File: config.mk
export PLATFORM = sky130hd
export DESIGN_NAME = block_buffer_cache_mru_top
export DESIGN_NICKNAME = d
export VERILOG_FILES = /design/src/bbc_pkg.sv /design/src/block_buffer_cache_mru_top.sv /design/src/bbc_store.sv /design/src/bbc_ctrl.sv
export SDC_FILE = /design/constraint.sdc
export NUM_CORES = 1
export LEC_CHECK = 0
export ABC_AREA = 1
export ABC_CLOCK_PERIOD_IN_PS = 5250
export BUFFER_PORTS_ARGS = -buffer_cell sky130_fd_sc_hd__buf_2
export CORE_UTILIZATION = 40
export DETAILED_ROUTE_END_ITERATION = 7
export GPL_ROUTABILITY_DRIVEN = 0
export SYNTH_ARGS = -nofsm -noshare
export SYNTH_HDL_FRONTEND = slang
export SYNTH_SLANG_ARGS = --single-unit
File: constraint.sdc
create_clock -name clock -period 5.25 [get_ports clock]
set_clock_uncertainty 0.15 [all_clocks]
set_input_delay 0.2625 -clock clock [delete_from_list [all_inputs] [get_ports clock]]
set_output_delay 0.2625 -clock clock [all_outputs]
set_load 0.02 [all_outputs]
File: src/bbc_pkg.sv
`default_nettype none

package bbc_pkg;

   localparam int ENTRY_COUNT_DEF = 16;
   localparam int BLOCK_BITS_DEF  = 16;

   localparam logic [7:0] COUNT_MAX = 8'hFF;

   // request opcodes
   localparam logic [1:0] OP_ACQUIRE = 2'd0;
   localparam logic [1:0] OP_WRITE   = 2'd1;
   localparam logic [1:0] OP_RELEASE = 2'd2;

   // response status codes
   localparam logic [1:0] STAT_OK      = 2'd0;
   localparam logic [1:0] STAT_NO_FREE = 2'd1;
   localparam logic [1:0] STAT_UNHELD  = 2'd2;

   // disk commands
   localparam logic [1:0] CMD_NONE  = 2'd0;
   localparam logic [1:0] CMD_READ  = 2'd1;
   localparam logic [1:0] CMD_WRITE = 2'd2;

   typedef enum logic [3:0] {
      S_IDLE,
      S_HIT_SCAN,
      S_FREE_SCAN,
      S_ACQ_UPD,
      S_WR_RD,
      S_WR_UPD,
      S_REL_RD,
      S_REL_CHK,
      S_REL_SWEEP,
      S_PUT
   } ctl_state_type;

endpackage

`default_nettype wire

File: src/block_buffer_cache_mru_top.sv
// flow: a write reads then updates its entry; an acquire scans for a hit and on a
// miss scans again for a free entry; a release to count zero sweeps every entry
// throughput: one word at a time, set by the entry scan through the entry
// memory (one entry read per cycle)
// reset: synchronous, active high; empties the response register and returns
// every entry to tag 0, count 0, invalid, clean, rank ENTRY_COUNT-1-index
`default_nettype none

module block_buffer_cache_mru_top
   import bbc_pkg::*;
#(
   parameter int ENTRY_COUNT = ENTRY_COUNT_DEF,
   parameter int BLOCK_BITS  = BLOCK_BITS_DEF
) (
   input  wire logic        clock,
   input  wire logic        reset,
   input  wire logic        req_valid,
   output logic             req_stall,
   input  wire logic [1:0]  req_opcode,
   input  wire logic [15:0] req_block_number,
   input  wire logic [3:0]  req_buffer_index,
   output logic             rsp_valid,
   input  wire logic        rsp_stall,
   output logic      [1:0]  rsp_status,
   output logic      [3:0]  rsp_entry_index,
   output logic      [1:0]  rsp_disk_command,
   output logic      [15:0] rsp_disk_block
);

   localparam int IB = $clog2(ENTRY_COUNT);

   logic [IB-1:0]         rd_addr, wr_addr, rd_rank, wr_rank;
   logic [BLOCK_BITS-1:0] rd_tag, wr_tag;
   logic [7:0]            rd_count, wr_count;
   logic                  rd_valid, rd_dirty, wr_en, wr_valid, wr_dirty;

   bbc_ctrl #(
      .ENTRY_COUNT (ENTRY_COUNT),
      .BLOCK_BITS  (BLOCK_BITS)
   ) u_ctrl (
      .clock            (clock),
      .reset            (reset),
      .req_valid        (req_valid),
      .req_stall        (req_stall),
      .req_opcode       (req_opcode),
      .req_block_number (req_block_number),
      .req_buffer_index (req_buffer_index),
      .rsp_valid        (rsp_valid),
      .rsp_stall        (rsp_stall),
      .rsp_status       (rsp_status),
      .rsp_entry_index  (rsp_entry_index),
      .rsp_disk_command (rsp_disk_command),
      .rsp_disk_block   (rsp_disk_block),
      .rd_addr          (rd_addr),
      .rd_tag           (rd_tag),
      .rd_count         (rd_count),
      .rd_valid         (rd_valid),
      .rd_dirty         (rd_dirty),
      .rd_rank          (rd_rank),
      .wr_en            (wr_en),
      .wr_addr          (wr_addr),
      .wr_tag           (wr_tag),
      .wr_count         (wr_count),
      .wr_valid         (wr_valid),
      .wr_dirty         (wr_dirty),
      .wr_rank          (wr_rank)
   );

   bbc_store #(
      .ENTRY_COUNT (ENTRY_COUNT),
      .BLOCK_BITS  (BLOCK_BITS)
   ) u_store (
      .clock    (clock),
      .reset    (reset),
      .rd_addr  (rd_addr),
      .rd_tag   (rd_tag),
      .rd_count (rd_count),
      .rd_valid (rd_valid),
      .rd_dirty (rd_dirty),
      .rd_rank  (rd_rank),
      .wr_en    (wr_en),
      .wr_addr  (wr_addr),
      .wr_tag   (wr_tag),
      .wr_count (wr_count),
      .wr_valid (wr_valid),
      .wr_dirty (wr_dirty),
      .wr_rank  (wr_rank)
   );

endmodule

`default_nettype wire

File: src/bbc_store.sv
`default_nettype none

module bbc_store
   import bbc_pkg::*;
#(
   parameter int ENTRY_COUNT = ENTRY_COUNT_DEF,
   parameter int BLOCK_BITS  = BLOCK_BITS_DEF,
   localparam int IB = $clog2(ENTRY_COUNT)
) (
   input  wire logic                  clock,
   input  wire logic                  reset,
   input  wire logic [IB-1:0]         rd_addr,
   output logic      [BLOCK_BITS-1:0] rd_tag,
   output logic      [7:0]            rd_count,
   output logic                       rd_valid,
   output logic                       rd_dirty,
   output logic      [IB-1:0]         rd_rank,
   input  wire logic                  wr_en,
   input  wire logic [IB-1:0]         wr_addr,
   input  wire logic [BLOCK_BITS-1:0] wr_tag,
   input  wire logic [7:0]            wr_count,
   input  wire logic                  wr_valid,
   input  wire logic                  wr_dirty,
   input  wire logic [IB-1:0]         wr_rank
);

   localparam int WW = BLOCK_BITS + 8 + 2 + IB;
   localparam logic [IB-1:0] LAST_RANK = IB'(ENTRY_COUNT - 1);

   logic [WW-1:0]          entry_mem_ff [ENTRY_COUNT];
   logic [ENTRY_COUNT-1:0] init_ff;
   logic [WW-1:0]          rd_word_ff;
   logic [IB-1:0]          rd_addr_ff;
   logic                   rd_init_ff;
   logic [WW-1:0]          wr_word;

   assign wr_word = {wr_tag, wr_count, wr_valid, wr_dirty, wr_rank};

   // entries never written read as their reset contents
   always_ff @(posedge clock) begin
      if (reset) begin
         init_ff <= '0;
      end else if (wr_en) begin
         init_ff[wr_addr] <= 1'b1;
      end
   end

   always_ff @(posedge clock) begin
      if (wr_en) begin
         entry_mem_ff[wr_addr] <= wr_word;
      end
      rd_word_ff <= entry_mem_ff[rd_addr];
      rd_addr_ff <= rd_addr;
      rd_init_ff <= init_ff[rd_addr];
   end

   always_comb begin
      if (rd_init_ff) begin
         {rd_tag, rd_count, rd_valid, rd_dirty, rd_rank} = rd_word_ff;
      end else begin
         rd_tag   = '0;
         rd_count = '0;
         rd_valid = 1'b0;
         rd_dirty = 1'b0;
         rd_rank  = LAST_RANK - rd_addr_ff;
      end
   end

endmodule

`default_nettype wire

File: src/bbc_ctrl.sv
`default_nettype none

module bbc_ctrl
   import bbc_pkg::*;
#(
   parameter int ENTRY_COUNT = ENTRY_COUNT_DEF,
   parameter int BLOCK_BITS  = BLOCK_BITS_DEF,
   localparam int IB = $clog2(ENTRY_COUNT)
) (
   input  wire logic                  clock,
   input  wire logic                  reset,
   input  wire logic                  req_valid,
   output logic                       req_stall,
   input  wire logic [1:0]            req_opcode,
   input  wire logic [15:0]           req_block_number,
   input  wire logic [3:0]            req_buffer_index,
   output logic                       rsp_valid,
   input  wire logic                  rsp_stall,
   output logic      [1:0]            rsp_status,
   output logic      [3:0]            rsp_entry_index,
   output logic      [1:0]            rsp_disk_command,
   output logic      [15:0]           rsp_disk_block,
   output logic      [IB-1:0]         rd_addr,
   input  wire logic [BLOCK_BITS-1:0] rd_tag,
   input  wire logic [7:0]            rd_count,
   input  wire logic                  rd_valid,
   input  wire logic                  rd_dirty,
   input  wire logic [IB-1:0]         rd_rank,
   output logic                       wr_en,
   output logic      [IB-1:0]         wr_addr,
   output logic      [BLOCK_BITS-1:0] wr_tag,
   output logic      [7:0]            wr_count,
   output logic                       wr_valid,
   output logic                       wr_dirty,
   output logic      [IB-1:0]         wr_rank
);

   localparam int CB = $clog2(ENTRY_COUNT + 1);
   localparam int XB = (IB > 4) ? IB : 4;
   localparam int WB = (BLOCK_BITS > 16) ? BLOCK_BITS : 16;
   localparam logic [CB-1:0] SCAN_END = CB'(ENTRY_COUNT);

   ctl_state_type state_ff, state_in;

   logic [BLOCK_BITS-1:0] tag_ff, tag_in;
   logic [3:0]            idx_ff, idx_in;
   logic [CB-1:0]         cnt_ff, cnt_in;
   logic                  found_ff, found_in;
   logic                  miss_ff, miss_in;
   logic [IB-1:0]         best_idx_ff, best_idx_in;
   logic [IB-1:0]         best_rank_ff, best_rank_in;
   logic [7:0]            best_count_ff, best_count_in;
   logic                  best_valid_ff, best_valid_in;
   logic                  best_dirty_ff, best_dirty_in;
   logic [1:0]            res_status_ff, res_status_in;
   logic [3:0]            res_idx_ff, res_idx_in;
   logic [1:0]            res_cmd_ff, res_cmd_in;
   logic [15:0]           res_blk_ff, res_blk_in;
   logic                  rsp_valid_ff, rsp_valid_in;
   logic [1:0]            rsp_status_ff, rsp_status_in;
   logic [3:0]            rsp_idx_ff, rsp_idx_in;
   logic [1:0]            rsp_cmd_ff, rsp_cmd_in;
   logic [15:0]           rsp_blk_ff, rsp_blk_in;

   logic [WB-1:0] req_blk_ext, tag_ext, rd_tag_ext;
   logic [XB-1:0] idx_ext, best_ext;
   logic [IB-1:0] eidx, scan_idx, scan_rd;
   logic [CB-1:0] cnt_m1;
   logic          have_data, last, take, idx_bad, out_free;
   logic [15:0]   tag16, rd_tag16;
   logic [3:0]    best_idx4;

   assign req_blk_ext = WB'(req_block_number);
   assign tag_ext     = WB'(tag_ff);
   assign rd_tag_ext  = WB'(rd_tag);
   assign tag16       = tag_ext[15:0];
   assign rd_tag16    = rd_tag_ext[15:0];
   assign idx_ext     = XB'(idx_ff);
   assign eidx        = idx_ext[IB-1:0];
   assign best_ext    = XB'(best_idx_ff);
   assign best_idx4   = best_ext[3:0];
   assign idx_bad     = 32'(req_buffer_index) >= 32'(ENTRY_COUNT);

   // read address runs ahead of the data under test: the read data is registered
   assign cnt_m1    = cnt_ff - CB'(1);
   assign scan_idx  = cnt_m1[IB-1:0];
   assign last      = cnt_ff == SCAN_END;
   assign have_data = cnt_ff != '0;
   assign scan_rd   = last ? '0 : cnt_ff[IB-1:0];
   assign out_free  = !rsp_valid_ff || !rsp_stall;

   assign req_stall        = state_ff != S_IDLE;
   assign rsp_valid        = rsp_valid_ff;
   assign rsp_status       = rsp_status_ff;
   assign rsp_entry_index  = rsp_idx_ff;
   assign rsp_disk_command = rsp_cmd_ff;
   assign rsp_disk_block   = rsp_blk_ff;

   always_ff @(posedge clock) begin
      if (reset) begin
         state_ff     <= S_IDLE;
         rsp_valid_ff <= 1'b0;
      end else begin
         state_ff     <= state_in;
         rsp_valid_ff <= rsp_valid_in;
      end
   end

   always_ff @(posedge clock) begin
      tag_ff        <= tag_in;
      idx_ff        <= idx_in;
      cnt_ff        <= cnt_in;
      found_ff      <= found_in;
      miss_ff       <= miss_in;
      best_idx_ff   <= best_idx_in;
      best_rank_ff  <= best_rank_in;
      best_count_ff <= best_count_in;
      best_valid_ff <= best_valid_in;
      best_dirty_ff <= best_dirty_in;
      res_status_ff <= res_status_in;
      res_idx_ff    <= res_idx_in;
      res_cmd_ff    <= res_cmd_in;
      res_blk_ff    <= res_blk_in;
      rsp_status_ff <= rsp_status_in;
      rsp_idx_ff    <= rsp_idx_in;
      rsp_cmd_ff    <= rsp_cmd_in;
      rsp_blk_ff    <= rsp_blk_in;
   end

   always_comb begin
      state_in      = state_ff;
      tag_in        = tag_ff;
      idx_in        = idx_ff;
      cnt_in        = cnt_ff;
      found_in      = found_ff;
      miss_in       = miss_ff;
      best_idx_in   = best_idx_ff;
      best_rank_in  = best_rank_ff;
      best_count_in = best_count_ff;
      best_valid_in = best_valid_ff;
      best_dirty_in = best_dirty_ff;
      res_status_in = res_status_ff;
      res_idx_in    = res_idx_ff;
      res_cmd_in    = res_cmd_ff;
      res_blk_in    = res_blk_ff;
      rsp_valid_in  = rsp_valid_ff && rsp_stall;
      rsp_status_in = rsp_status_ff;
      rsp_idx_in    = rsp_idx_ff;
      rsp_cmd_in    = rsp_cmd_ff;
      rsp_blk_in    = rsp_blk_ff;
      rd_addr       = '0;
      wr_en         = 1'b0;
      wr_addr       = eidx;
      wr_tag        = rd_tag;
      wr_count      = rd_count;
      wr_valid      = rd_valid;
      wr_dirty      = rd_dirty;
      wr_rank       = rd_rank;
      take          = 1'b0;

      unique case (state_ff)
         S_IDLE: begin
            if (req_valid) begin
               tag_in   = req_blk_ext[BLOCK_BITS-1:0];
               idx_in   = req_buffer_index;
               cnt_in   = '0;
               found_in = 1'b0;
               miss_in  = 1'b0;
               res_status_in = STAT_OK;
               res_idx_in    = '0;
               res_cmd_in    = CMD_NONE;
               res_blk_in    = '0;
               if (req_opcode == OP_ACQUIRE) begin
                  state_in = S_HIT_SCAN;
               end else if (req_opcode == OP_WRITE || req_opcode == OP_RELEASE) begin
                  if (idx_bad) begin
                     res_status_in = STAT_UNHELD;
                     res_idx_in    = req_buffer_index;
                     state_in      = S_PUT;
                  end else if (req_opcode == OP_WRITE) begin
                     state_in = S_WR_RD;
                  end else begin
                     state_in = S_REL_RD;
                  end
               end else begin
                  state_in = S_PUT;
               end
            end
         end

         S_HIT_SCAN, S_FREE_SCAN: begin
            rd_addr = scan_rd;
            if (!last) begin
               cnt_in = cnt_ff + CB'(1);
            end
            // rank compare: lowest rank wins a hit, highest a victim
            if (state_ff == S_HIT_SCAN) begin
               take = have_data && rd_tag == tag_ff &&
                      (!found_ff || rd_rank < best_rank_ff);
            end else begin
               take = have_data && rd_count == '0 && !rd_dirty &&
                      (!found_ff || rd_rank > best_rank_ff);
            end
            if (take) begin
               found_in      = 1'b1;
               best_idx_in   = scan_idx;
               best_rank_in  = rd_rank;
               best_count_in = rd_count;
               best_valid_in = rd_valid;
               best_dirty_in = rd_dirty;
            end
            if (last) begin
               cnt_in = '0;
               if (found_in) begin
                  state_in = S_ACQ_UPD;
               end else if (state_ff == S_HIT_SCAN) begin
                  miss_in  = 1'b1;
                  state_in = S_FREE_SCAN;
               end else begin
                  res_status_in = STAT_NO_FREE;
                  state_in      = S_PUT;
               end
            end
         end

         S_ACQ_UPD: begin
            wr_en    = 1'b1;
            wr_addr  = best_idx_ff;
            wr_tag   = tag_ff;
            wr_valid = 1'b1;
            wr_rank  = best_rank_ff;
            if (miss_ff) begin
               wr_count   = 8'd1;
               wr_dirty   = 1'b0;
               res_cmd_in = CMD_READ;
            end else begin
               wr_count   = (best_count_ff == COUNT_MAX) ? COUNT_MAX
                                                         : best_count_ff + 8'd1;
               wr_dirty   = best_valid_ff && best_dirty_ff;
               res_cmd_in = best_valid_ff ? CMD_NONE : CMD_READ;
            end
            res_status_in = STAT_OK;
            res_idx_in    = best_idx4;
            res_blk_in    = (res_cmd_in == CMD_READ) ? tag16 : '0;
            state_in      = S_PUT;
         end

         S_WR_RD: begin
            rd_addr  = eidx;
            state_in = S_WR_UPD;
         end

         S_WR_UPD: begin
            // transfer completes at once: valid set, dirty cleared
            wr_en         = 1'b1;
            wr_valid      = 1'b1;
            wr_dirty      = 1'b0;
            res_status_in = STAT_OK;
            res_idx_in    = idx_ff;
            res_cmd_in    = CMD_WRITE;
            res_blk_in    = rd_tag16;
            state_in      = S_PUT;
         end

         S_REL_RD: begin
            rd_addr  = eidx;
            state_in = S_REL_CHK;
         end

         S_REL_CHK: begin
            res_idx_in = idx_ff;
            if (rd_count == '0) begin
               res_status_in = STAT_UNHELD;
               state_in      = S_PUT;
            end else if (rd_count != 8'd1) begin
               wr_en    = 1'b1;
               wr_count = rd_count - 8'd1;
               state_in = S_PUT;
            end else begin
               best_rank_in = rd_rank;
               cnt_in       = '0;
               state_in     = S_REL_SWEEP;
            end
         end

         S_REL_SWEEP: begin
            // age every entry more recent than the released one; the released one gets rank 0, count 0
            rd_addr = scan_rd;
            wr_addr = scan_idx;
            if (!last) begin
               cnt_in = cnt_ff + CB'(1);
            end
            if (have_data) begin
               if (scan_idx == eidx) begin
                  wr_en    = 1'b1;
                  wr_count = '0;
                  wr_rank  = '0;
               end else if (rd_rank < best_rank_ff) begin
                  wr_en   = 1'b1;
                  wr_rank = rd_rank + IB'(1);
               end
            end
            if (last) begin
               state_in = S_PUT;
            end
         end

         S_PUT: begin
            if (out_free) begin
               rsp_valid_in  = 1'b1;
               rsp_status_in = res_status_ff;
               rsp_idx_in    = res_idx_ff;
               rsp_cmd_in    = res_cmd_ff;
               rsp_blk_in    = res_blk_ff;
               state_in      = S_IDLE;
            end
         end
      endcase
   end

endmodule

`default_nettype wire

==> flow_metrics.tcl <==
set metrics [dict create \
    cp-end-kind "flip-flop" \
    preCtsSetupSlack_ns 1.31 \
    cts_max_path_buffers 3 \
    die_h_um 260 \
    pwr-share-seq_pct 39.3 \
    clk_pin_slew_ns 0.06 \
    maxSlewHeadroom_pct 22.1 \
    utilization_pct 46.1 \
    cpPeakStageDelay_ns 0.90 \
    grt_pass1_wl_mm 102 \
    synthArstFlopShare_pct 0 \
    post-dp-hpwl_mm 40.3 \
    synth_enable_flop_cells 573 \
    initial_core_util_pct 40.4 \
    cts_tree "yes" \
    crit_top_cell "nand2_1" \
    drive_above_1_share_pct 9.15 \
    syn_inst 2350 \
    vias_per_cell 5.31 \
    criticalPathCategory "reg -> reg" \
    synth_cell_types 40 \
    timing.final.ws_setup_ns 1.35 \
    p_clk_share_pct 27.6 \
    setup_viol 0 \
    vdd_drop_max_mv 0.414 \
    grt_pass1_vias 16900 \
    clk_latency_ns 0.60 \
    syn_nets 2390 \
    antenna_found_initial 1 \
    mostFrequentLayoutCell "edfxtp_1" \
    max_freq_mhz 256 \
    combPwrFrac_pct 33.1 \
    drt_iter0_drc 1912 \
    wire_per_inst_um 20.1 \
    ys_warn_count 0 \
    worstPathRequired_ns 5.08 \
    fin_tns_setup_ns 0 \
    drc 0 \
    vias 17700 \
    fin_crit_ns 3.90 \
    core.rowCount 94 \
    rr_endpoint "u_store.entry_mem_ff[1][18]$_DFFE_PP_" \
    path_cells "o21ai_0 -> inv_1 -> ha_1 -> inv_1 -> nand2_1 -> nand2_1 -> nand2_1 -> nand2_1 -> nor2_1 -> inv_1 -> nand2_1 -> nand2_1 -> nand2_2 -> nand2_1 -> clkinv_1" \
    antenna_left 0 \
    drt-total-wl_mm 66.9 \
    status "finished clean" \
    worstPathArrival_ns 3.73 \
    hold_viol_final 0 \
    reg2reg_slack_ns 1.35 \
    cts_setup_buffers 0 \
    start_kind "flip-flop" \
    core-area_mm2 0.0657 \
    areaGrowthSynthToFinish_pct 14.1 \
    finalPower_mw 17.2 \
    p_int_mw 10.9 \
    leakage_nw 11.4 \
    cts-root-buf "clkbuf_16" \
    final_cell_mix "573 x edfxtp_1, 523 x nand2_1, 321 x inv_1" \
    worst_pin_slew_ns 1.16 \
    hold-path-endpoint "u_ctrl.state_ff[3]$_SDFFE_PP0P_" \
    pin_count 52 \
    synth_area_mm2 0.0266 \
    cts.sinks 629 \
    grt.total_usage_pct 19.9 \
    dpl_cell_area_mm2 0.0279 \
    power_density_mw_per_mm2 568 \
    cap_violations 0 \
    gr-total-overflow 0 \
    ys_seq_area_share_pct 68.9 \
    rsz0062_at_grt "no" \
    fin_crit_sh_pct 74.3 \
    grt_max_degree 126 \
    htreeDepth 3 \
    drtPass1Iterations 5 \
    r2r_start "u_store.rd_init_ff$_DFF_P_" \
    maxSlewViolCount 0 \
    portBuffers 51 \
    design.die.area_mm2 0.0675 \
    critical_path.slowest_cell "clkinv_1" \
    ys_ff_latch 629 \
    postLayoutCellArea_mm2 0.0303 \
    reg2reg_depth 15 \
    hold_class "in -> reg" \
    synth-main-ff-cell "edfxtp_1" \
    cts_buffers 67 \
    hold_start "req_opcode[1]" \
    nNetsFinal 2462 \
    net-switching-power_mw 6.31 \
    worstPathMaxFanout 30 \
    die_w_um 260 \
    num_antenna_cells 0 \
    avgSynthCellArea_um2 11.3 \
    fillerInstances 5901 \
    swShare_pct 36.7 \
    hold_depth 5 \
]
==> critical path, delay by kind of cell (launching register included) <==
family                     cells  cell delay, ns
buffers and inverters          4            1.23
and+or+nand+nor                9            0.82
DFF                            1            0.40
AOI/OAI and AO/OA              1            0.47
adders and majority gates      1            0.22
==> kinds of logic after synthesis <==
kind of cell    synth area share, %
buf+inv                        6.90
flops                          68.9
simple gates                   14.8
xor+xnor                      0.490
compound gates                 8.18
fa+ha+maj                     0.659
==> cells in the mapped netlist, types with 2 or more instances <==
cell type  instances  area, um^2
nor2_1            65         244
buf_2             46         230
o21a_1             2        15.0
nand4_1            7        43.8
buf_4              7        52.6
inv_1            335        1260
nand3b_1          37         278
ha_1              14         175
dfxtp_1           56        1120
nand2_1          523        1960
o21ai_0           43         215
nand3_1          261        1310
edfxtp_1         573       17200
nand2_2            4        25.0
clkbuf_1          59         221
buf_6              2        22.5
buf_1              4        15.0
a21oi_1           59         295
xnor2_1            5        43.8
o211ai_1         189        1420
nor3_1             5        25.0
inv_2              8        30.0
o21bai_1           2        15.0
o22ai_2            2        25.0
o221ai_1           2        17.5
nor2_2             2        12.5
o22ai_1           18         113
xor2_1             8        70.1
==> worst max path at each step <==
stage,slack [ns],to,depth (start not counted),startpoint
final,1.35,u_store.entry_mem_ff[1][18]$_DFFE_PP_,15,u_store.rd_init_ff$_DFF_P_
after global routing,0.97,u_store.entry_mem_ff[1][3]$_DFFE_PP_,15,u_store.rd_init_ff$_DFF_P_
after CTS,1.32,u_store.entry_mem_ff[1][3]$_DFFE_PP_,15,u_store.rd_init_ff$_DFF_P_
after detailed placement,1.31,u_store.entry_mem_ff[1][17]$_DFFE_PP_,15,u_store.rd_init_ff$_DFF_P_
after global placement,1.42,u_store.entry_mem_ff[1][24]$_DFFE_PP_,15,u_store.rd_init_ff$_DFF_P_
after floorplan,0.09,u_store.entry_mem_ff[14][0]$_DFFE_PP_,15,u_store.rd_init_ff$_DFF_P_
==> routing by layer <==
metal,part of all wire (%),up-vias,global-route usage (%)
li1,-,8301,-
met1,45,8634,29.3
met2,45,668,30.4
met3,7.6,98,3.30
met4,2.1,0,5.26
met5,0,-,0
==> timing repair <==
action | in CTS | in global routing
endpoints found under the hold margin | 39 | 0
hold buffers | 25 | 0
resized for setup | 0 | 0
==> layout make-up <==
cell class,instances,area (um^2),share of cell area (%)
inverter,344,1290,4.26
tap,864,1080,3.56
clock buffer,95,1890,6.25
timing repair buffer,121,943,3.11
clock inverter,23,297,0.978
multi-input combinational,1259,6490,21.4
sequential,629,18300,60.4
==> power groups by stage <==
stage	registers, mW	clock network [mW]	logic (mW)
floorplan	6.78	0	3.71
global placement	6.85	0	5.54
detailed placement	6.87	0	5.63
CTS	6.76	4.81	5.66
global route	6.81	4.99	6.26
finish	6.77	4.75	5.70
==> flip-flops by register name (all words and copies together) (netlist names), 5 cells and up <==
name	cells
u_ctrl.rsp_disk_block	16
u_ctrl.best_count_ff	8
u_ctrl.cnt_ff	5
u_store.entry_mem_ff	480
u_ctrl.res_blk_ff	16
u_ctrl.tag16	16
u_store.init_ff	16
u_store.rd_word_ff	30
==> stage by stage <==
step	instances	hold WS, ns
detailed placement	3192	0.255
global placement	3192	0.252
floorplan	2350	0.211
finish	3335	0.0245
global route	3335	0.0644
CTS	3335	0.00251
Power figures use the tool's default switching activity.
